<file path="src/design/f32a_pkg.sv">
// Package with the beat types and constants of the single-precision adder.
package f32a_pkg;

    localparam int unsigned ExpMaxFinite = 254;
    localparam int unsigned SigBits      = 24;
    localparam int unsigned FracBits     = 23;

    typedef struct packed {
        logic [31:0] operand_a;
        logic [31:0] operand_b;
    } t_in_beat;

    typedef struct packed {
        logic [31:0] sum_bits;
        logic        status;
    } t_out_beat;

    // Operands after unpacking and swap: larger magnitude first.
    typedef struct packed {
        logic        special;
        logic        infinite;
        logic        sign;
        logic        sub;
        logic [7:0]  exp;
        logic [7:0]  diff;
        logic [23:0] big;
        logic [23:0] lesser;
    } t_align_in;

    // Sum of the aligned significands, with guard, round and sticky.
    typedef struct packed {
        logic        special;
        logic        infinite;
        logic        sign;
        logic [8:0]  exp;
        logic [27:0] sum;
    } t_norm_in;

    // Normalized significand, before rounding.
    typedef struct packed {
        logic        special;
        logic        infinite;
        logic        sign;
        logic [8:0]  exp;
        logic [26:0] sig;
    } t_round_in;

endpackage

</file>
<file path="src/design/float32_adder.sv">
// This block adds two IEEE 754 single-precision operands, rounding to nearest even, and
// returns the sum pattern with an infinite flag. It is a four-stage pipeline (unpack,
// align and add, normalize, round) that accepts one beat every cycle while no stall
// reaches its input; each result passes through r_s1, r_s2, r_s3 and r_s4 in turn.
// A stall holds only the run of full stages at the output; empty stages keep filling.
module float32_adder
    import f32a_pkg::*;
(
    input  logic      i_clk,
    input  logic      i_rst_n,
    input  logic      i_valid,
    output logic      o_stall,
    input  t_in_beat  i_data,
    output logic      o_valid,
    input  logic      i_stall,
    output t_out_beat o_data
);

    t_align_in n_s1, r_s1;
    t_norm_in  n_s2, r_s2;
    t_round_in n_s3, r_s3;
    t_out_beat n_s4, r_s4;
    logic [3:0] r_v;
    logic [3:0] adv;

    f32a_unpack u_unpack (.i_beat(i_data), .o_align(n_s1));
    f32a_align  u_align  (.i_align(r_s1), .o_norm(n_s2));
    f32a_norm   u_norm   (.i_norm(r_s2), .o_round(n_s3));
    f32a_round  u_round  (.i_round(r_s3), .o_beat(n_s4));

    always_comb begin
        adv[3] = !r_v[3] || !i_stall;
        adv[2] = !r_v[2] || adv[3];
        adv[1] = !r_v[1] || adv[2];
        adv[0] = !r_v[0] || adv[1];
    end

    assign o_stall = !adv[0];
    assign o_valid = r_v[3];
    assign o_data  = r_s4;

    always_ff @(posedge i_clk) begin
        if (!i_rst_n) begin
            r_v <= 4'd0;
        end else begin
            if (adv[0]) begin
                r_v[0] <= i_valid;
            end
            if (adv[1]) begin
                r_v[1] <= r_v[0];
            end
            if (adv[2]) begin
                r_v[2] <= r_v[1];
            end
            if (adv[3]) begin
                r_v[3] <= r_v[2];
            end
        end
    end

    always_ff @(posedge i_clk) begin
        if (adv[0]) begin
            r_s1 <= n_s1;
        end
        if (adv[1]) begin
            r_s2 <= n_s2;
        end
        if (adv[2]) begin
            r_s3 <= n_s3;
        end
        if (adv[3]) begin
            r_s4 <= n_s4;
        end
    end

`ifndef SYNTHESIS
    a_held_result: assert property (@(posedge i_clk) disable iff (!i_rst_n)
        (o_valid && i_stall) |=> (o_valid && $stable(o_data)))
        else $error("stalled result changed");
    a_full_stall: assert property (@(posedge i_clk) disable iff (!i_rst_n)
        o_stall |-> (r_v == 4'hF))
        else $error("input stalled with an empty stage");
    a_inf_zero: assert property (@(posedge i_clk) disable iff (!i_rst_n)
        (o_valid && o_data.status) |-> (o_data.sum_bits == 32'd0))
        else $error("infinite status with nonzero sum");
`endif

endmodule

</file>
<file path="src/design/f32a_unpack.sv">
// First stage: unpacks both operands, flags special cases and swaps them.
module f32a_unpack
    import f32a_pkg::*;
(
    input  t_in_beat  i_beat,
    output t_align_in o_align
);

    logic [7:0]  ea, eb, e1, e2;
    logic [23:0] ma, mb;
    logic        swap;

    always_comb begin
        ea = (i_beat.operand_a[30:23] == 8'd0) ? 8'd1 : i_beat.operand_a[30:23];
        eb = (i_beat.operand_b[30:23] == 8'd0) ? 8'd1 : i_beat.operand_b[30:23];
        ma = {(i_beat.operand_a[30:23] != 8'd0), i_beat.operand_a[22:0]};
        mb = {(i_beat.operand_b[30:23] != 8'd0), i_beat.operand_b[22:0]};
        swap = (ea < eb) || ((ea == eb) && (ma < mb));
        e1 = swap ? eb : ea;
        e2 = swap ? ea : eb;
        o_align.infinite = (i_beat.operand_a[30:23] == 8'hFF)
                        || (i_beat.operand_b[30:23] == 8'hFF);
        o_align.special  = o_align.infinite
            || ((i_beat.operand_a ^ i_beat.operand_b) == 32'h8000_0000)
            || ((i_beat.operand_a[30:0] == 31'd0) && (i_beat.operand_b[30:0] == 31'd0));
        o_align.sign   = swap ? i_beat.operand_b[31] : i_beat.operand_a[31];
        o_align.sub    = i_beat.operand_a[31] ^ i_beat.operand_b[31];
        o_align.exp    = e1;
        o_align.diff   = e1 - e2;
        o_align.big    = swap ? mb : ma;
        o_align.lesser = swap ? ma : mb;
    end

endmodule

</file>
<file path="src/design/f32a_align.sv">
// Second stage: aligns the smaller significand and adds or subtracts.
module f32a_align
    import f32a_pkg::*;
(
    input  t_align_in i_align,
    output t_norm_in  o_norm
);

    logic [26:0] big, lesser, shifted, lost_mask;
    logic        sticky;

    always_comb begin
        big       = {i_align.big, 3'b000};
        lesser    = {i_align.lesser, 3'b000};
        lost_mask = 27'd0;
        sticky    = 1'b0;
        if (i_align.diff >= 8'd27) begin
            shifted = {26'd0, (lesser != 27'd0)};
        end else begin
            lost_mask = (27'd1 << i_align.diff[4:0]) - 27'd1;
            sticky    = (lesser & lost_mask) != 27'd0;
            shifted   = (lesser >> i_align.diff[4:0]) | {26'd0, sticky};
        end
        o_norm.special  = i_align.special;
        o_norm.infinite = i_align.infinite;
        o_norm.sign     = i_align.sign;
        o_norm.exp      = {1'b0, i_align.exp};
        o_norm.sum      = i_align.sub ? ({1'b0, big} - {1'b0, shifted})
                                      : ({1'b0, big} + {1'b0, shifted});
    end

endmodule

</file>
<file path="src/design/f32a_norm.sv">
// Third stage: renormalizes the sum with a leading-zero count and bounded shift.
module f32a_norm
    import f32a_pkg::*;
(
    input  t_norm_in  i_norm,
    output t_round_in o_round
);

    logic [4:0]  lz;
    logic [8:0]  room, amt;
    logic [26:0] r;

    always_comb begin
        lz = 5'd27;
        for (int i = 0; i < 27; i++) begin
            if (i_norm.sum[i]) begin
                lz = 5'(26 - i);
            end
        end
        room = i_norm.exp - 9'd1;
        amt  = ({4'd0, lz} < room) ? {4'd0, lz} : room;
        r    = i_norm.sum[26:0] << amt[4:0];
        o_round.special  = i_norm.special;
        o_round.infinite = i_norm.infinite;
        o_round.sign     = i_norm.sign;
        if (i_norm.sum[27]) begin
            o_round.sig = i_norm.sum[27:1] | {26'd0, i_norm.sum[0]};
            o_round.exp = i_norm.exp + 9'd1;
        end else begin
            o_round.sig = r;
            o_round.exp = r[26] ? (i_norm.exp - amt) : 9'd0;
        end
    end

endmodule

</file>
<file path="src/design/f32a_round.sv">
// Fourth stage: rounds to nearest even and packs the result.
module f32a_round
    import f32a_pkg::*;
(
    input  t_round_in i_round,
    output t_out_beat o_beat
);

    logic [24:0] mant;
    logic [8:0]  ex;

    always_comb begin
        mant = {1'b0, i_round.sig[26:3]};
        ex   = i_round.exp;
        if (i_round.sig[2] && ((i_round.sig[1:0] != 2'd0) || i_round.sig[3])) begin
            mant = mant + 25'd1;
        end
        if (mant[24]) begin
            mant = mant >> 1;
            ex   = ex + 9'd1;
        end
        if ((ex == 9'd0) && mant[23]) begin
            ex = 9'd1;
        end
        o_beat.status = i_round.infinite;
        if (i_round.special) begin
            o_beat.sum_bits = 32'd0;
        end else if (ex > 9'(ExpMaxFinite)) begin
            o_beat.sum_bits = {i_round.sign, 8'hFF, 23'd0};
        end else begin
            o_beat.sum_bits = {i_round.sign, ex[7:0], mant[22:0]};
        end
    end

endmodule
</file>
<file path="config.mk">
export PLATFORM = sky130hd
export DESIGN_NAME = float32_adder
export DESIGN_NICKNAME = d
export VERILOG_FILES = /design/src/design/f32a_pkg.sv /design/src/design/float32_adder.sv /design/src/design/f32a_unpack.sv /design/src/design/f32a_align.sv /design/src/design/f32a_norm.sv /design/src/design/f32a_round.sv
export SDC_FILE = /design/constraint.sdc
export NUM_CORES = 1
export LEC_CHECK = 0
export BUFFER_PORTS_ARGS = -buffer_cell sky130_fd_sc_hd__buf_4
export CORE_MARGIN = 2
export CORE_UTILIZATION = 40
export DETAILED_ROUTE_END_ITERATION = 12
export PLACE_DENSITY = 0.68
export SYNTH_ARGS = -nofsm -noshare
export SYNTH_HDL_FRONTEND = slang
export SYNTH_SLANG_ARGS = --single-unit
</file>
<file path="constraint.sdc">
create_clock -name i_clk -period 5.1 [get_ports i_clk]
set_clock_uncertainty 0.15 [all_clocks]
set_input_delay 0.255 -clock i_clk [delete_from_list [all_inputs] [get_ports i_clk]]
set_output_delay 0.255 -clock i_clk [all_outputs]
set_load 0.05 [all_outputs]
</file>
After elaboration in Yosys (flattened, before gate mapping)
Index checks and enable logic that the tools add are counted.

Add/sub/neg operators: 9. $lt $le $gt $ge: 5. Equality and inequality tests: 4. Reductions and logical operators: 30. Muxes and demuxes: 44. Bitwise operators: 5. Shift operators: 3.

Operators with widths (number): two-way mux 5 bit (16); two-way mux 24 bit (3); zero test 31 bit (2); bitwise OR 27 x 1 -> 27 bit (2); two-way mux 36 bit (1); two-way mux 9 bit (4); equality test 32 bit (second input constant) (1); two-way mux 4 bit (8); two-way mux 8 bit (4); XOR 32 bit (1); two-way mux 31 bit (1); adder 27 x 27 -> 28 bit (1); two-way mux 28 bit (1); subtractor 27 x 27 -> 28 bit (1); AND 27 bit (1); two-way mux 27 bit (1); nonzero test 27 bit (1); << shifter 1 x 5 -> 27 bit (first input constant) (1); << shifter 27 x 5 -> 27 bit (1); >> shifter 27 x 5 -> 27 bit (1); subtractor 27 x 1 -> 27 bit (second input constant) (1); adder 24 x 1 -> 25 bit (second input constant) (1); two-way mux 25 bit (1); < comparator 24 bit (1); 23 further kinds (44).

Bits in registers: 183. Output and inout bits: 35.

Depth between registers and ports, before layout
Gate-level depths: netlist of run 1.

Depth in word-level cells: 32. Gate-level depth with buffers: 28. Gate-level depth less buffers: 24.

By module
Synthesis of run 1 repeated with hierarchy kept, for this count alone.

Cell total of the unflattened synthesis: 1751. Area total of the unflattened synthesis: 15990.3 um^2.

Modules (own cells, without submodules): float32_adder (sequential area each 5485.3 um^2, cells each 198, area each 5566.6 um^2, times used 1); f32a_align (sequential area each 0.0 um^2, cells each 671, area each 4320.4 um^2, times used 1); f32a_norm (sequential area each 0.0 um^2, cells each 379, area each 2635.0 um^2, times used 1); f32a_unpack (sequential area each 0.0 um^2, cells each 305, area each 2040.7 um^2, times used 1); f32a_round (sequential area each 0.0 um^2, cells each 198, area each 1427.6 um^2, times used 1).

Worst setup path after synthesis of run 1
Ideal clock, no wire load.

Path kind: flip-flop to flip-flop. From: register r_s2[7] (netlist bit). To: register r_s3[35] (netlist bit), data pin. Setup slack: -246 ps. Stages on the path, launching flop included: 26. Arrival: 5042 ps. Buffers on the path: 4. Library setup time: 154 ps. Data required time: 4796 ps. Cell sequence: edfxtp_1 -> buf_2 -> or4_1 -> o21ai_1 -> a31o_1 -> and3_1 -> ha_1 -> a21o_1 -> a21o_1 -> a21o_1 -> a311oi_1 -> o21ai_0 -> nor3b_2 -> buf_4 -> inv_2 -> clkbuf_1 -> clkbuf_1 -> ha_1 -> nor2b_1 -> o21ai_0 -> nand2b_1 -> a21o_1 -> a21o_1 -> a21o_1 -> a211o_1 -> o22ai_1.

RTL lines: start: declaration (RTL line float32_adder.sv:20) `t_norm_in n_s2, r_s2;`; start signal: assignment (RTL line float32_adder.sv:66) `r_s2 <= n_s2;`; end signal: assignment (RTL line float32_adder.sv:69) `r_s3 <= n_s3;`; end: declaration (RTL line float32_adder.sv:21) `t_round_in n_s3, r_s3;`.

==> results.py, run 1 <==
metrics = {
    "outcome": {
        "status": "finished, final reports clean",
    },
    "critical_path": {
        "crit_type": "reg2reg",
        "path_delay_family": "compound AO/OA/AOI/OAI gates",
        "crit_fanout": 5,
        "crit_chain": "or4_4 -> o21ai_2 -> a31o_1 -> and3_1 -> ha_1 -> a21o_1 -> a21o_1 -> a21o_4 -> o21a_1 -> o22ai_1 -> nor3b_2 -> inv_2 -> ha_1 -> nor2b_1 -> o21ai_0 -> nand2b_1 -> a21o_1 -> a21o_1 -> a21o_1 -> a211o_1 -> o22ai_2",
        "r2r_setup_slack_ps": 180,
        "critPathLaunchType": "flop",
        "r2r_start": "r_s2[7]",
        "critPathBufInv": 1,
        "critical_path.endpoint_type": "flop",
        "max_stage_delay_ps": 550,
        "path_common_cell": "a21o_1",
        "crit_path_top_delay_cell": "or4_4",
        "crit_arrival_ps": 5070,
        "reg2regPathDepth": 21,
        "crit_required_ps": 5250,
        "r2r-end": "r_s3[35]",
    },
    "floorplan": {
        "num_rows": 71,
        "die_height_um": 199,
        "die_w_um": 199,
        "fp.coreArea_sq_mm": 0.0377,
        "start_util_pct": 40.6,
        "pin_count": 103,
        "dieArea_sq_mm": 0.0398,
    },
    "final_layout": {
        "diodes": 0,
        "syn_to_final_growth_pct": 20.0,
        "drive_gt1_share_pct": 17.5,
        "fin_nets": 2061,
        "fin_cells": 2416,
    },
    "synthesis": {
        "synthArstFlopShare_pct": 0,
        "synthTopCellsByArea": "edfxtp_1 35%, ha_1 8.1%, mux2i_1 5.8%",
        "synthDistinctLibCells": 80,
        "synthesis.area_sq_mm": 0.0153,
        "syn_inst": 1713,
        "synth_common_cells": "201 x nand2_1, 179 x edfxtp_1, 126 x nor2_1",
        "synth-edff-count": 179,
        "netlist.area_leader.share_pct": 35.2,
        "syn_avg_cell_area_sq_um": 8.92,
        "ys_seq_area_share_pct": 35.7,
        "yosysTopAreaCell": "edfxtp_1",
        "ys.flop_type": "edfxtp_1",
        "synth_seq_cells": 183,
        "ys.warnings.count": 0,
        "synth_most_common_cell": "nand2_1",
    },
    "clocking": {
        "numCtsBuffers": 17,
        "clock_latency_ps": 450,
        "cts_sinks": 183,
        "htree_num_levels": 4,
        "root_buffer": "clkbuf_16",
        "cts_tree": "yes",
        "clk_path_buf_depth": 2,
        "path_clk_slew_ps": 70,
    },
    "timing": {
        "rsz0062_at_grt": "yes",
        "max_slew_margin_pct": 34.1,
        "timing.final.crit_period_ps": 4920,
        "fmax_mhz": 203,
        "holdWs_ps": 25.2,
        "fin_tns_setup_ps": 0,
        "period_share_pct": 96.5,
        "finalWorstSetupSlack_ps": 178,
        "drv_slew": 0,
        "setup_viol": 0,
        "finalHoldViolCount": 0,
        "max_slew.worst_pin.slew_ps": 988,
    },
    "placed_design": {
        "placedCellCount": 2327,
        "gp_congestion": 0.945,
        "io_buffers": 102,
        "place_ws_ps": -109,
        "hpwlAfterDp_um": 33900,
    },
    "grt": {
        "grtUsageMet2_pct": 37.6,
        "grt_max_degree": 73,
        "grt_pass1_wl_um": 68100,
        "grt_pass1_vias": 13300,
        "grt_overflow": 0,
        "grt_antenna_before_repair": 0,
        "grt_util_met1_pct": 26.9,
        "busiest_layer": "met2",
        "grt_usage_pct": 22.0,
        "grt_use_met3_pct": 3.58,
    },
    "route": {
        "firstDrtPassIters": 7,
        "via_per_inst": 5.64,
        "drc": 0,
        "wirelength_um": 43200,
        "antenna_left": 0,
        "drt_first_iter_violations": 988,
        "wl_per_cell_um": 17.9,
        "vias": 13600,
    },
    "pwr": {
        "finalPower_mw": 7.65,
        "peakVddDrop_mv": 0.274,
        "leakagePower_nw": 8.02,
        "powerDensity_mw_per_mm2": 418,
    },
    "worst_hold_path": {
        "min_path_type": "in2reg",
        "hold_depth": 2,
        "hold_path.startpoint": "i_data[11]",
        "min_to": "r_s1[11]",
    },
    "job": {
        "drv_cap": 0,
    },
}
[layout by cell type (no fill, tap or decap), types with 5 or more instances in the layout]
| cell | count |
|---|---|
| a211oi_1 | 15 |
| a21o_1 | 36 |
| a21oi_1 | 96 |
| a221o_1 | 5 |
| a22o_1 | 6 |
| a22oi_1 | 7 |
| a31oi_1 | 17 |
| and2_1 | 10 |
| and3_1 | 23 |
| buf_4 | 202 |
| clkbuf_16 | 17 |
| dlygate4sd3_1 | 45 |
| edfxtp_1 | 179 |
| ha_1 | 98 |
| inv_1 | 108 |
| inv_6 | 5 |
| mux2_2 | 41 |
| mux2i_1 | 89 |
| mux4_2 | 7 |
| nand2_1 | 200 |
| nand2b_1 | 23 |
| nand3_1 | 39 |
| nand4_1 | 29 |
| nor2_1 | 125 |
| nor2b_1 | 24 |
| nor3_1 | 42 |
| nor4_1 | 25 |
| o211ai_1 | 8 |
| o21a_1 | 10 |
| o21ai_0 | 109 |
| o21ai_1 | 9 |
| o21bai_1 | 10 |
| o22ai_1 | 5 |
| o31ai_1 | 21 |
| or2_2 | 5 |
| or3_1 | 8 |
| or4_1 | 6 |
| xnor2_1 | 43 |
| xor2_1 | 34 |
[layout make-up]
cell class	instances	area, sq um
clock buffers	17	425
well taps	511	639
clock inverters	15	138
multi-input cells	1326	9200
fillers	3535	19300
flip-flops and latches	183	5460
inverters	111	417
repair buffers	253	2060
[registers in the layout, indices dropped and copies added (netlist names)]
| signal | count |
|---|---|
| r_s1 | 68 |
| r_s2 | 39 |
| r_s3 | 39 |
| o_data | 33 |
| r_v | 4 |
[logic make-up (layout without fill, tap and decap cells)]
group / after synthesis / count (layout) / share of synthesized area (%)
AOI/OAI and AO/OA: 421 / 421 / 17.9
xor gates and xnor gates: 77 / 77 / 4.41
adders and majority gates: 101 / 101 / 8.37
buffers and inverters: 206 / 396 / 5.32
DFF: 183 / 183 / 35.7
muxes: 137 / 137 / 9.89
other: 1 / 3 / 0.0245
and+or+nand+nor: 587 / 587 / 18.4
[routing by layer]
| metal | wire length, um | up-vias | part of all wire, % |
|---|---|---|---|
| met5 | 0 | - | 0 |
| met1 | 18300 | 6402 | 42 |
| met3 | 2070 | 112 | 4.8 |
| met2 | 20800 | 469 | 48 |
| li1 | - | 6646 | - |
| met4 | 2000 | 0 | 4.6 |
[through the flow]
step | instance area [sq um] | util, %
3_5_place_dp | 17100 | 45.3
4_1_cts | 18100 | 48.2
6_report | 18300 | 48.7
3_3_place_gp | 17100 | 45.3
5_1_grt | 18300 | 48.7
2_1_floorplan | 15300 | -
[worst max path at each step]
stage	startpoint	end	depth (start not counted)
2_1_floorplan	r_s2[7]	r_s3[35]	26
3_3_place_gp	r_s1[49]	r_s2[25]	22
3_5_place_dp	r_s1[49]	r_s2[25]	22
4_1_cts	r_s1[49]	r_s2[25]	24
5_1_grt	r_s1[49]	r_s2[25]	26
6_report	r_s2[7]	r_s3[35]	21
[where the power goes]
part	leakage (nW)	switching (mW)	total [mW]	internal [mW]
Clock	0.280	0.622	1.27	0.644
Combinational	5.77	2.24	3.78	1.54
Sequential	1.97	0.385	2.61	2.22
Total	8.02	3.25	7.65	4.41
[what timing repair did]
item	4_1_cts	5_1_grt
resized for setup	3	36
setup endpoints to repair	3	16
setup buffers	5	7
endpoints found under the hold margin	35	0
pin swaps	1	9
hold buffers	45	0
(Power assumes the default switching activity.)
==> inputs of run 2 (changes only) <==
CORE_ASPECT_RATIO = 1.4   (was unset)
CORE_UTILIZATION = 55   (was 40)
PLACE_DENSITY = 0.85   (was 0.68)
SETUP_SLACK_MARGIN = 0.02   (was unset)
==> run 2 against run 1 <==
Against the previous run: the flow now finishes with violations (setup timing); clock-buffer cell count did not move; wire length is 11% higher; fmax down 3.8%; non-clock buffer count up 32; largest cell class unchanged.
==> results.py, run 2 (synthesized netlist as in run 1, its figures left out) <==
metrics = {
    "worst_hold_path": {
        "min_to": "r_s1[63]",
        "hold_path.startpoint": "i_data[62]",
        "min_path_type": "in2reg",
        "hold_depth": 3,
    },
    "final_layout": {
        "fin_nets": 2093,
        "most-common-layout-cells": "232 x buf_4, 201 x nand2_1, 179 x edfxtp_1",
        "fin_cells": 2307,
        "regMostFlops": "r_s1",
        "top_regs": "r_s1: 68 flops, r_s2: 39 flops, r_s3: 39 flops",
        "largest_register_ffs": 68,
        "diodes": 0,
        "final_common_cell": "buf_4",
        "syn_to_final_growth_pct": 21.5,
        "drive_gt1_share_pct": 19.5,
    },
    "clocking": {
        "path_clk_slew_ps": 80,
        "cts_tree": "yes",
        "clk_path_buf_depth": 2,
        "clock_latency_ps": 450,
        "cts_sinks": 183,
        "htree_num_levels": 4,
        "root_buffer": "clkbuf_16",
        "numCtsBuffers": 17,
    },
    "floorplan": {
        "die_height_um": 201,
        "dieArea_sq_mm": 0.0291,
        "die_w_um": 145,
        "pin_count": 103,
        "fp.coreArea_sq_mm": 0.0275,
        "num_rows": 72,
        "start_util_pct": 55.6,
    },
    "pwr": {
        "peakVddDrop_mv": 0.265,
        "powerDensity_mw_per_mm2": 433,
        "leakagePower_nw": 8.22,
    },
    "timing": {
        "drv_slew": 0,
        "finalWorstSetupSlack_ps": -13.6,
        "fmax_mhz": 196,
        "max_slew_margin_pct": 11.1,
        "max_slew.worst_pin.slew_ps": 1320,
        "setup_viol": 1,
        "finalHoldViolCount": 0,
        "holdWs_ps": 11.6,
        "rsz0062_at_grt": "yes",
        "timing.final.crit_period_ps": 5110,
        "period_share_pct": 100,
    },
    "grt": {
        "grt_usage_pct": 32.7,
        "grt_pass1_vias": 14200,
        "grt_overflow": 0,
        "grt_pass1_wl_um": 73700,
        "grt_max_degree": 70,
        "grt_antenna_before_repair": 0,
    },
    "outcome": {
        "status": "finished with violations",
        "violations": "setup timing",
    },
    "critical_path": {
        "crit_type": "reg2reg",
        "critical_path.endpoint_type": "flop",
        "r2r_setup_slack_ps": -10,
        "crit_required_ps": 5150,
        "critPathLaunchType": "flop",
        "crit_arrival_ps": 5170,
        "reg2regPathDepth": 25,
        "crit_fanout": 7,
        "r2r-end": "r_s2[25]",
        "r2r_start": "r_s1[49]",
    },
    "route": {
        "wl_per_cell_um": 20.9,
        "vias": 14400,
        "via_per_inst": 6.24,
        "antenna_left": 0,
        "drc": 0,
        "firstDrtPassIters": 6,
        "wirelength_um": 48200,
        "drt_first_iter_violations": 1055,
    },
    "placed_design": {
        "io_buffers": 102,
        "hpwlAfterDp_um": 36300,
        "gp_congestion": 1.03,
        "placedCellCount": 2208,
    },
    "job": {
        "drv_cap": 0,
    },
}
run 2: layer usage:
layer | vias to the layer above | routed length (um) | global-route usage, %
li1 | 6702 | - | -
met1 | 6715 | 15900 | 31.8
met2 | 707 | 24500 | 57.8
met3 | 275 | 2560 | 4.85
met4 | 0 | 5260 | 30.3
met5 | - | 0 | 0
run 2: stage by stage:
step / total power, mW / TNS (ps) / setup WS (ps) / area (sq um) / utilization (%)
after floorplan: 5.07 / 0 / 0.910 / 15400 / -
after global placement: 6.29 / 0 / 130 / 17100 / 62.2
after detailed placement: 6.38 / -73.6 / -66.3 / 17100 / 62.2
after CTS: 7.78 / 0 / 4.94 / 18200 / 66.1
after global routing: 8.46 / -718 / -197 / 18600 / 67.6
final: 8.04 / -13.6 / -13.6 / 18600 / 67.6
run 2: where the power goes:
group	total [mW]	internal (mW)	leakage [nW]	switching, mW
clock	1.37	0.702	0.294	0.672
sequential	2.63	2.22	1.97	0.404
combinational	4.04	1.66	5.96	2.38
run 2: worst max-delay path by stage:
stage,start,to,slack (ps),depth (start not counted)
after global placement,r_s1[49],r_s2[25],130,24
after CTS,r_s1[49],r_s2[25],5,24
final,r_s1[49],r_s2[25],-10,25
after floorplan,r_s2[7],r_s3[35],0.9,26
after detailed placement,r_s1[49],r_s2[25],-70,24
after global routing,r_s1[49],r_s2[25],-200,25
run 2: repair_timing:
action | 4_1_cts | 5_1_grt
setup endpoints to repair | 2 | 22
gates resized for setup | 3 | 62
pin swaps | 0 | 24
hold buffers | 45 | 0
gates cloned | 0 | 2
hold endpoints to repair | 32 | 0
buffers inserted | 0 | 21
run 2: final cells by class:
type | instances | area, sq um
Clock buffer | 17 | 425
Clock inverter | 15 | 179
Fill cell | 2138 | 8910
Inverter | 111 | 417
Multi-Input combinational cell | 1326 | 9290
Sequential cell | 183 | 5460
Tap cell | 370 | 463
Timing Repair Buffer | 285 | 2340
run 2: worst max-delay path: stages (launching register included):
cell and delay (ps):
edfxtp_1 450, buf_12 180, buf_8 120, mux2i_2 150, nand2_1 100, o21ai_2 70
nor2_1 160, a311oi_2 70, o32ai_2 280, nand2_1 100, inv_1 80, ha_2 170
inv_2 40, fa_2 340, o21ba_4 220, o311ai_4 270, o211ai_1 170, o41ai_2 360
and4_1 310, nor2_1 70, a221o_1 380, nor2_2 140, or3_1 110, o311ai_1 90
o2bb2ai_1 190, xnor2_1 90
